`src/rtl/cmds_pkg.sv`:
```
// ----------------------------------------------------------------------------
// cmds_pkg
// Types, constants and helpers shared by the ratio search controller,
// datapath and top level.
// ----------------------------------------------------------------------------
package cmds_pkg;

  localparam int T_W     = 18;  // target frequency, kHz
  localparam int CNT_W   = 8;   // multiplier / divider counters
  localparam int DT_W    = 25;  // d * T, at most 128 * (2^18 - 1)
  localparam int ERR_W   = 25;  // |10000*m - d*T|
  localparam int PROD_W  = ERR_W + CNT_W;
  localparam int ADDR_W  = 7;
  localparam int WORD_W  = 16;

  localparam logic [DT_W-1:0]  RATIO_DEN   = DT_W'(10000);
  localparam logic [DT_W-1:0]  INIT_M10K   = DT_W'(20000);  // 10000 * first m
  localparam logic [CNT_W-1:0] FIRST_MULT  = CNT_W'(2);
  localparam logic [CNT_W-1:0] FIRST_DIV   = CNT_W'(1);

  localparam logic [WORD_W-1:0] NO_COUNT_BIT = 16'h1000;
  localparam logic [WORD_W-1:0] OUT0_WORD    = 16'h1145;  // count 5/5
  localparam logic [WORD_W-1:0] OUT1_WORD    = 16'h1041;  // count 1/1

  localparam logic [ADDR_W-1:0] ADDR_FB     = 7'h14;
  localparam logic [ADDR_W-1:0] ADDR_DIVCLK = 7'h16;
  localparam logic [ADDR_W-1:0] ADDR_OUT0   = 7'h08;
  localparam logic [ADDR_W-1:0] ADDR_OUT1   = 7'h0a;

  // write sequence slots
  localparam logic [1:0] WR_FB     = 2'd0;
  localparam logic [1:0] WR_DIVCLK = 2'd1;
  localparam logic [1:0] WR_OUT0   = 2'd2;
  localparam logic [1:0] WR_OUT1   = 2'd3;

  typedef enum logic [1:0] {
    ST_IDLE,
    ST_SEARCH,
    ST_DRAIN,
    ST_WRITE
  } state_t;

  typedef struct packed {
    logic       load;    // capture target, restart search
    logic       step;    // issue next candidate
    logic       emit;    // drive one config write
    logic [1:0] wr_idx;  // which write
  } ctrl_cmd_t;

  typedef struct packed {
    logic last_cand;     // counters sit on the final (m, d) pair
  } dp_status_t;

  // high/low count pair, each in a 6-bit field; a count of 64 wraps to 0
  function automatic logic [11:0] count_word(input logic [CNT_W-1:0] n);
    logic [6:0] hi;
    logic [6:0] lo;
    hi = n[CNT_W-1:1];
    lo = hi + {6'd0, n[0]};
    return {hi[5:0], lo[5:0]};
  endfunction

endpackage

```
`src/rtl/cmds_ctrl.sv`:
```
// ----------------------------------------------------------------------------
// cmds_ctrl
// Sequencer: idle, candidate sweep, pipeline drain, four config writes.
// ----------------------------------------------------------------------------
module cmds_ctrl (
  input  logic                  clk,
  input  logic                  rst_n,
  input  logic                  start,
  input  cmds_pkg::dp_status_t  status,
  output cmds_pkg::ctrl_cmd_t   cmd,
  output logic                  busy
);

  cmds_pkg::state_t state_r, state_nxt;
  logic [1:0]       wr_idx_r, wr_idx_nxt;

  always_ff @(posedge clk) begin
    if (!rst_n) begin
      state_r  <= cmds_pkg::ST_IDLE;
      wr_idx_r <= cmds_pkg::WR_FB;
    end else begin
      state_r  <= state_nxt;
      wr_idx_r <= wr_idx_nxt;
    end
  end

  always_comb begin
    state_nxt   = state_r;
    wr_idx_nxt  = wr_idx_r;
    cmd.load    = 1'b0;
    cmd.step    = 1'b0;
    cmd.emit    = 1'b0;
    cmd.wr_idx  = wr_idx_r;
    busy        = 1'b1;
    case (state_r)
      cmds_pkg::ST_IDLE: begin
        busy = 1'b0;
        if (start) begin
          cmd.load  = 1'b1;
          state_nxt = cmds_pkg::ST_SEARCH;
        end
      end
      cmds_pkg::ST_SEARCH: begin
        cmd.step = 1'b1;
        if (status.last_cand) begin
          state_nxt = cmds_pkg::ST_DRAIN;
        end
      end
      // last candidate is being compared this cycle
      cmds_pkg::ST_DRAIN: begin
        wr_idx_nxt = cmds_pkg::WR_FB;
        state_nxt  = cmds_pkg::ST_WRITE;
      end
      cmds_pkg::ST_WRITE: begin
        cmd.emit = 1'b1;
        if (wr_idx_r == cmds_pkg::WR_OUT1) begin
          wr_idx_nxt = cmds_pkg::WR_FB;
          state_nxt  = cmds_pkg::ST_IDLE;
        end else begin
          wr_idx_nxt = wr_idx_r + 2'd1;
        end
      end
      default: begin
        state_nxt  = cmds_pkg::ST_IDLE;
        wr_idx_nxt = cmds_pkg::WR_FB;
      end
    endcase
  end

endmodule

```
`src/rtl/cmds_dp.sv`:
```
// ----------------------------------------------------------------------------
// cmds_dp
// Candidate counters, error stage, cross-multiply compare, best pair and
// config write output registers.
// ----------------------------------------------------------------------------
module cmds_dp #(
  parameter int MAX_MULT = 128,
  parameter int MAX_DIV  = 128
) (
  input  logic                          clk,
  input  logic                          rst_n,
  input  cmds_pkg::ctrl_cmd_t           cmd,
  input  logic [cmds_pkg::T_W-1:0]      target_khz,
  output cmds_pkg::dp_status_t          status,
  output logic                          out_valid,
  output logic [cmds_pkg::CNT_W-1:0]    out_mult,
  output logic [cmds_pkg::CNT_W-1:0]    out_div,
  output logic [cmds_pkg::ADDR_W-1:0]   out_addr,
  output logic [cmds_pkg::WORD_W-1:0]   out_word,
  output logic                          out_last
);

  localparam int CW = cmds_pkg::CNT_W;
  localparam int DW = cmds_pkg::DT_W;
  localparam int EW = cmds_pkg::ERR_W;
  localparam int PW = cmds_pkg::PROD_W;
  localparam logic [CW-1:0] MAX_M = CW'(MAX_MULT);
  localparam logic [CW-1:0] MAX_D = CW'(MAX_DIV);

  // candidate generation
  logic [cmds_pkg::T_W-1:0] t_r;
  logic [CW-1:0]            m_r, d_r;
  logic [DW-1:0]            dt_r;    // d * T
  logic [DW-1:0]            m10k_r;  // 10000 * m

  // compare stage
  logic          v1_r;
  logic [CW-1:0] m_s1_r, d_s1_r;
  logic [EW-1:0] em_s1_r;

  // best so far
  logic [CW-1:0] bm_r, bd_r;
  logic [EW-1:0] eb_r;

  logic [EW-1:0] em_nxt;
  logic [EW-1:0] eb_init;
  logic [DW-1:0] t_ext;
  logic [PW-1:0] cur_prod, tst_prod;
  logic          upd;

  logic [cmds_pkg::ADDR_W-1:0] addr_nxt;
  logic [cmds_pkg::WORD_W-1:0] word_nxt;

  assign t_ext            = DW'(target_khz);
  assign status.last_cand = (m_r == MAX_M) && (d_r == MAX_D);

  assign em_nxt  = (m10k_r >= dt_r) ? EW'(m10k_r - dt_r) : EW'(dt_r - m10k_r);
  assign eb_init = (cmds_pkg::INIT_M10K >= t_ext) ? EW'(cmds_pkg::INIT_M10K - t_ext)
                                                  : EW'(t_ext - cmds_pkg::INIT_M10K);

  // d * |10000*bm - bd*T|  vs  bd * |10000*m - d*T|
  assign cur_prod = PW'(d_s1_r) * PW'(eb_r);
  assign tst_prod = PW'(bd_r) * PW'(em_s1_r);
  assign upd      = v1_r && (tst_prod < cur_prod);

  always_ff @(posedge clk) begin
    if (!rst_n) begin
      m_r <= cmds_pkg::FIRST_MULT;
      d_r <= cmds_pkg::FIRST_DIV;
    end else if (cmd.load) begin
      t_r    <= target_khz;
      m_r    <= cmds_pkg::FIRST_MULT;
      d_r    <= cmds_pkg::FIRST_DIV;
      dt_r   <= t_ext;
      m10k_r <= cmds_pkg::INIT_M10K;
    end else if (cmd.step) begin
      if (m_r == MAX_M) begin
        m_r    <= cmds_pkg::FIRST_MULT;
        m10k_r <= cmds_pkg::INIT_M10K;
        if (d_r == MAX_D) begin
          d_r  <= cmds_pkg::FIRST_DIV;
          dt_r <= DW'(t_r);
        end else begin
          d_r  <= d_r + CW'(1);
          dt_r <= dt_r + DW'(t_r);
        end
      end else begin
        m_r    <= m_r + CW'(1);
        m10k_r <= m10k_r + cmds_pkg::RATIO_DEN;
      end
    end
    if (cmd.step) begin
      m_s1_r  <= m_r;
      d_s1_r  <= d_r;
      em_s1_r <= em_nxt;
    end
  end

  always_ff @(posedge clk) begin
    if (!rst_n) begin
      v1_r <= 1'b0;
      bm_r <= cmds_pkg::FIRST_MULT;
      bd_r <= cmds_pkg::FIRST_DIV;
      eb_r <= '0;
    end else begin
      v1_r <= cmd.step;
      if (cmd.load) begin
        bm_r <= cmds_pkg::FIRST_MULT;
        bd_r <= cmds_pkg::FIRST_DIV;
        eb_r <= eb_init;
      end else if (upd) begin
        bm_r <= m_s1_r;
        bd_r <= d_s1_r;
        eb_r <= em_s1_r;
      end
    end
  end

  always_comb begin
    case (cmd.wr_idx)
      cmds_pkg::WR_FB: begin
        addr_nxt = cmds_pkg::ADDR_FB;
        word_nxt = cmds_pkg::NO_COUNT_BIT | {4'd0, cmds_pkg::count_word(bm_r)};
      end
      cmds_pkg::WR_DIVCLK: begin
        addr_nxt = cmds_pkg::ADDR_DIVCLK;
        word_nxt = (bd_r == cmds_pkg::FIRST_DIV) ? cmds_pkg::NO_COUNT_BIT
                                                 : {4'd0, cmds_pkg::count_word(bd_r)};
      end
      cmds_pkg::WR_OUT0: begin
        addr_nxt = cmds_pkg::ADDR_OUT0;
        word_nxt = cmds_pkg::OUT0_WORD;
      end
      cmds_pkg::WR_OUT1: begin
        addr_nxt = cmds_pkg::ADDR_OUT1;
        word_nxt = cmds_pkg::OUT1_WORD;
      end
      default: begin
        addr_nxt = cmds_pkg::ADDR_FB;
        word_nxt = cmds_pkg::NO_COUNT_BIT;
      end
    endcase
  end

  always_ff @(posedge clk) begin
    if (!rst_n) begin
      out_valid <= 1'b0;
    end else begin
      out_valid <= cmd.emit;
    end
    if (cmd.emit) begin
      out_mult <= bm_r;
      out_div  <= bd_r;
      out_addr <= addr_nxt;
      out_word <= word_nxt;
      out_last <= (cmd.wr_idx == cmds_pkg::WR_OUT1);
    end
  end

`ifndef SYNTHESIS
  a_load_init: assert property (@(posedge clk) disable iff (!rst_n)
    cmd.load |=> (bm_r == cmds_pkg::FIRST_MULT && bd_r == cmds_pkg::FIRST_DIV))
    else $error("best pair not restarted on load");

  // sweep order makes the divider of a new best never smaller
  a_upd_order: assert property (@(posedge clk) disable iff (!rst_n)
    upd |-> (d_s1_r >= bd_r))
    else $error("best pair replaced by an earlier divider");

  a_wrap: assert property (@(posedge clk) disable iff (!rst_n)
    (cmd.step && status.last_cand) |=>
      (m_r == cmds_pkg::FIRST_MULT && d_r == cmds_pkg::FIRST_DIV))
    else $error("counters not back at first pair after sweep");

  a_last_gap: assert property (@(posedge clk) disable iff (!rst_n)
    (out_valid && out_last) |=> !out_valid)
    else $error("write strobe right after final write");
`endif

endmodule

```
`src/rtl/clock_mult_div_search_core.sv`:
```
// ----------------------------------------------------------------------------
// clock_mult_div_search_core
// Multiplier/divider ratio search for a clock tile and its four config writes.
// ----------------------------------------------------------------------------
// Operation: the sweep feeds one candidate per cycle through the
//   cross-multiply compare and then passes a drain state; the four writes
//   follow on consecutive cycles.
// Handshake: start is taken only in idle; busy stays high until the last
//   write is issued. The receiver cannot stall.
// Reset: synchronous active-low; returns idle, best pair m=2, d=1.
module clock_mult_div_search_core #(
  parameter int MAX_MULT = 128,
  parameter int MAX_DIV  = 128
) (
  input  logic                             clk,
  input  logic                             rst_n,
  input  logic                             start,
  output logic                             busy,
  input  logic [cmds_pkg::T_W-1:0]         in_target_khz,
  output logic                             out_strobe,
  output logic [cmds_pkg::CNT_W-1:0]       out_best_mult,
  output logic [cmds_pkg::CNT_W-1:0]       out_best_div,
  output logic [cmds_pkg::ADDR_W-1:0]      out_cfg_address,
  output logic [cmds_pkg::WORD_W-1:0]      out_cfg_word,
  output logic                             out_last_write
);

  cmds_pkg::ctrl_cmd_t  cmd;
  cmds_pkg::dp_status_t status;

  cmds_ctrl u_ctrl (
    .clk    (clk),
    .rst_n  (rst_n),
    .start  (start),
    .status (status),
    .cmd    (cmd),
    .busy   (busy)
  );

  cmds_dp #(
    .MAX_MULT (MAX_MULT),
    .MAX_DIV  (MAX_DIV)
  ) u_dp (
    .clk        (clk),
    .rst_n      (rst_n),
    .cmd        (cmd),
    .target_khz (in_target_khz),
    .status     (status),
    .out_valid  (out_strobe),
    .out_mult   (out_best_mult),
    .out_div    (out_best_div),
    .out_addr   (out_cfg_address),
    .out_word   (out_cfg_word),
    .out_last   (out_last_write)
  );

endmodule

```
`config.mk`:
```
export PLATFORM = sky130hd
export DESIGN_NAME = clock_mult_div_search_core
export DESIGN_NICKNAME = d
export VERILOG_FILES = /design/src/rtl/cmds_pkg.sv /design/src/rtl/cmds_ctrl.sv /design/src/rtl/cmds_dp.sv /design/src/rtl/clock_mult_div_search_core.sv
export SDC_FILE = /design/constraint.sdc
export NUM_CORES = 1
export LEC_CHECK = 0
export BUFFER_PORTS_ARGS = -buffer_cell sky130_fd_sc_hd__buf_2
export CORE_MARGIN = 3
export CORE_UTILIZATION = 45
export CTS_BUF_LIST = sky130_fd_sc_hd__clkbuf_4 sky130_fd_sc_hd__clkbuf_8
export CTS_CLUSTER_DIAMETER = 50
export DETAILED_ROUTE_END_ITERATION = 8
export GPL_TIMING_DRIVEN = 1
export SLEW_MARGIN = 40
export SYNTH_ARGS = -nofsm -noshare
export SYNTH_HDL_FRONTEND = slang
export SYNTH_SLANG_ARGS = --single-unit
export TNS_END_PERCENT = 100
```
`constraint.sdc`:
```
create_clock -name clk -period 7 [get_ports clk]
set_clock_uncertainty 0.1 [all_clocks]
set_input_delay 1.05 -clock clk [delete_from_list [all_inputs] [get_ports clk]]
set_output_delay 1.05 -clock clk [all_outputs]
set_load 0.005 [all_outputs]
```
==> results by group <==
Outcome
  • Outcome: completed

Place
  • Dpl ws: -0.412 ns
  • Routability cong.: roughly 0.94
  • Inst Count DP: roughly 3800
  • PortBufs: 56
  • Dpl hpwl: 59700 um

STA
  • F_max: between 100 and 150 MHz
  • RSZ-0062 raised after global routing: yes
  • Min Tclk post-route: between 6 and 7 ns
  • Period Utilization, post-route: 99.8%
  • Worst setup margin: approximately 0.013 ns
  • Setup violators final: 0
  • Worst slew pin tran: 0.800 ns
  • Worst slew margin: a little under half
  • Final Slew Violations: 0
  • Hold Violations, Final: 0

Cells and area
  • Share of cells above drive strength 1: 16.9%
  • Most frequent cells in the layout: inv_1, fa_1, and2_1
  • Area occupied by multi-input gates: about 0.019 sq mm
  • Register area: ~0.0055 sq mm
  • Most common cell after layout, fill and taps aside: inv_1
  • Synth-to-Final Area Change: 17.1%
  • # fillers: 5209
  • Non-Filler Instances: 3908
  • Final net count: about 3600

Synthesis
  • Commonest register cell after synthesis: edfxtp_1
  • Yosys top cell area share: a little over a fifth
  • Syn Inst Count: 2906
  • Number of synthesized register bits: 205
  • Ys async rst share: 0%
  • Post-synth EDFFs: about 140
  • Cell taking the most area after synthesis: fa_1
  • Largest cells by area after synthesis: fa_1, edfxtp_1, ha_1, and2_1, inv_1
  • Library cells used by synthesis: 78
  • Register area share after synthesis: a little over a fifth
  • Synth Cell Area: 0.0258 sq mm
  • Average size of a mapped cell: around 8.9 sq um
  • Yosys warnings: 0

Clocking
  • Clk buf depth: 3
  • H-tree depth: 2
  • CTS clock-pin slew for the worst setup and hold paths: 0.06 ns
  • Clock tree from TritonCTS: done
  • Worst skew pair latency: ~0.61 ns
  • Clock Sinks: 205
  • CTS buffer count: 43
  • CTS Root Buffer Type: clkbuf_8
  • # hold bufs at CTS: 0

Detailed routing
  • DR vias/cell: 5.43
  • Final ANT Viol Nets: 0
  • 1st-iter DRT viols: 1546
  • DR WL/cell: ~19 um
  • Drt pass-1 iters: 5
  • Via count: 21200
  • Final WL: 75400 um
  • Residual DRC count: 0

Worst setup path
  • Delay-heaviest family, CP: adder cells
  • Max stage delay on crit path: 0.55 ns
  • Worst path required time: 7.39 ns
  • Path type of the worst setup path: reg -> reg
  • WP buf/inv: 6
  • Arrival @ worst endpoint: 7.38 ns
  • Crit. End Element: register
  • CP most frequent cell: a21o_1
  • Crit start category: register
  • Worst path slowest cell: edfxtp_1
  • Crit-path max FO: 7

Global route
  • Total track usage: 24.9%
  • Grt total ovfl: 0
  • Largest net degree at the start of global routing: 57
  • Vias in the first global route: 21700
  • First-pass GRT wire length: 119000 um
  • Initial antenna violation count: 0

Die
  • I/O pin count: 63
  • Chip Height: 246 um
  • Starting Density: 45.6%
  • Die W: 246 um
  • DIE AREA: ~0.06 sq mm
  • Core Rows: 87
  • Core ar.: 0.0566 sq mm

Hold path
  • Hold Crit Class: reg -> reg

Run
  • Max-cap viol count: 0
## registers in the layout, indices dropped and copies added, names as in the netlist, 2 cells and up
register	cells
u_dp.em_s1_r	25
u_ctrl.state_r	2
u_dp.out_div	8
u_dp.m_r	8
u_dp.bm_r	8
u_dp.m10k_r	25
u_dp.m_s1_r	8
u_dp.out_mult	8
u_dp.bd_r	8
u_dp.d_r	8
u_ctrl.wr_idx_r	2
u_dp.eb_r	25
u_dp.dt_r	25
u_dp.out_addr	3
u_dp.d_s1_r	8
u_dp.out_word	13
u_dp.t_r	18
## Yosys cell counts (all sizes together), types with 6 or more instances
library cell / count
inv: 435
a311oi: 6
and2: 276
fa: 279
and3: 25
xor2: 62
ha: 228
o21bai: 24
a211oi: 27
o22ai: 18
nor2: 187
o21ai: 88
or3: 19
nor2b: 24
xnor2: 75
nand2b: 11
buf: 29
o21a: 20
a31oi: 25
nand4: 22
edfxtp: 142
or2: 12
nor3: 47
nand2: 239
o211ai: 12
clkbuf: 97
a21oi: 157
nand3: 36
dfxtp: 63
a2111oi: 11
mux2i: 31
a221oi: 12
a21o: 67
nor4: 6
o31ai: 19
## worst register-to-register path, stage by stage, from the launching register on
cell	delay (ns)
edfxtp_1	0.55
buf_6	0.20
and2_4	0.15
fa_1	0.48
fa_1	0.51
fa_1	0.51
inv_2	0.04
fa_1	0.52
inv_2	0.05
ha_4	0.22
a21o_1	0.20
buf_4	0.14
o41a_1	0.46
a221o_1	0.42
nor4b_2	0.27
a311oi_2	0.08
ha_1	0.30
a21o_1	0.18
a21o_1	0.15
a21o_1	0.14
a21o_1	0.18
a21o_4	0.26
a311oi_4	0.31
buf_6	0.19
buf_12	0.12
nor2b_4	0.13
nor3_2	0.04
## metal layers
layer	wire length, um	vias up	track usage (%)
li1	-	10000	-
met5	0	-	0
met1	33500	10500	34.1
met3	4340	110	2.90
met2	35700	596	42.2
met4	1870	0	5.66
## layout make-up
class                   count  area share (%)
multi-input cells        2145            62.8
clock buffers              63            2.60
well taps                 756            3.13
clock inverters            15           0.393
inverters                 435            5.40
repair buffers            288            7.36
diodes                      1         0.00828
flip-flops and latches    205            18.3
## what timing repair did
item                       CTS  global route
pin swaps                    8           109
gates resized for setup     44           153
setup buffers                8            34
gates cloned                 0             3
setup endpoints to repair   41            41
## per-stage QoR
| stage | hold WS (ns) | util (%) | TNS [ns] | area, sq um |
|---|---|---|---|---|
| after global routing | 0.371 | 53.4 | -5.82 | 30200 |
| after floorplan | 0.308 | - | 0 | 25900 |
| after global placement | 0.338 | 49.6 | -4.86 | 28100 |
| after detailed placement | 0.356 | 49.6 | -12.59 | 28100 |
| after CTS | 0.365 | 51.6 | -1.50 | 29200 |
| final | 0.358 | 53.4 | 0 | 30200 |
## worst paths after layout
check,end,slack (ns),from,depth (start not counted)
max reg2reg,u_dp.eb_r[16]$_SDFFE_PN0P_,0.01,u_dp.em_s1_r[10]$_DFFE_PP_,26
min,u_dp.out_mult[7]$_DFFE_PP_,0.36,u_dp.bm_r[7]$_SDFFE_PP0P_,0
max,u_dp.eb_r[16]$_SDFFE_PN0P_,0.01,u_dp.em_s1_r[10]$_DFFE_PP_,26
min reg2reg,u_dp.out_mult[7]$_DFFE_PP_,0.36,u_dp.bm_r[7]$_SDFFE_PP0P_,0
## kinds of logic after synthesis
family                   Yosys count  synth area share [%]
AO/OA/AOI/OAI                    536                  13.5
XOR/XNOR                         137                  4.65
adder cells (fa/ha/maj)          507                  32.7
buffers and inverters            561                  8.37
flip-flops                       205                  21.4
multiplexers                      36                  1.43
other                              1                0.0145
AND/OR/NAND/NOR                  923                  18.0
Power is left out: the tool's default activity adds up to more than one toggle a clock period on the data nets, which glitch-free logic cannot reach.
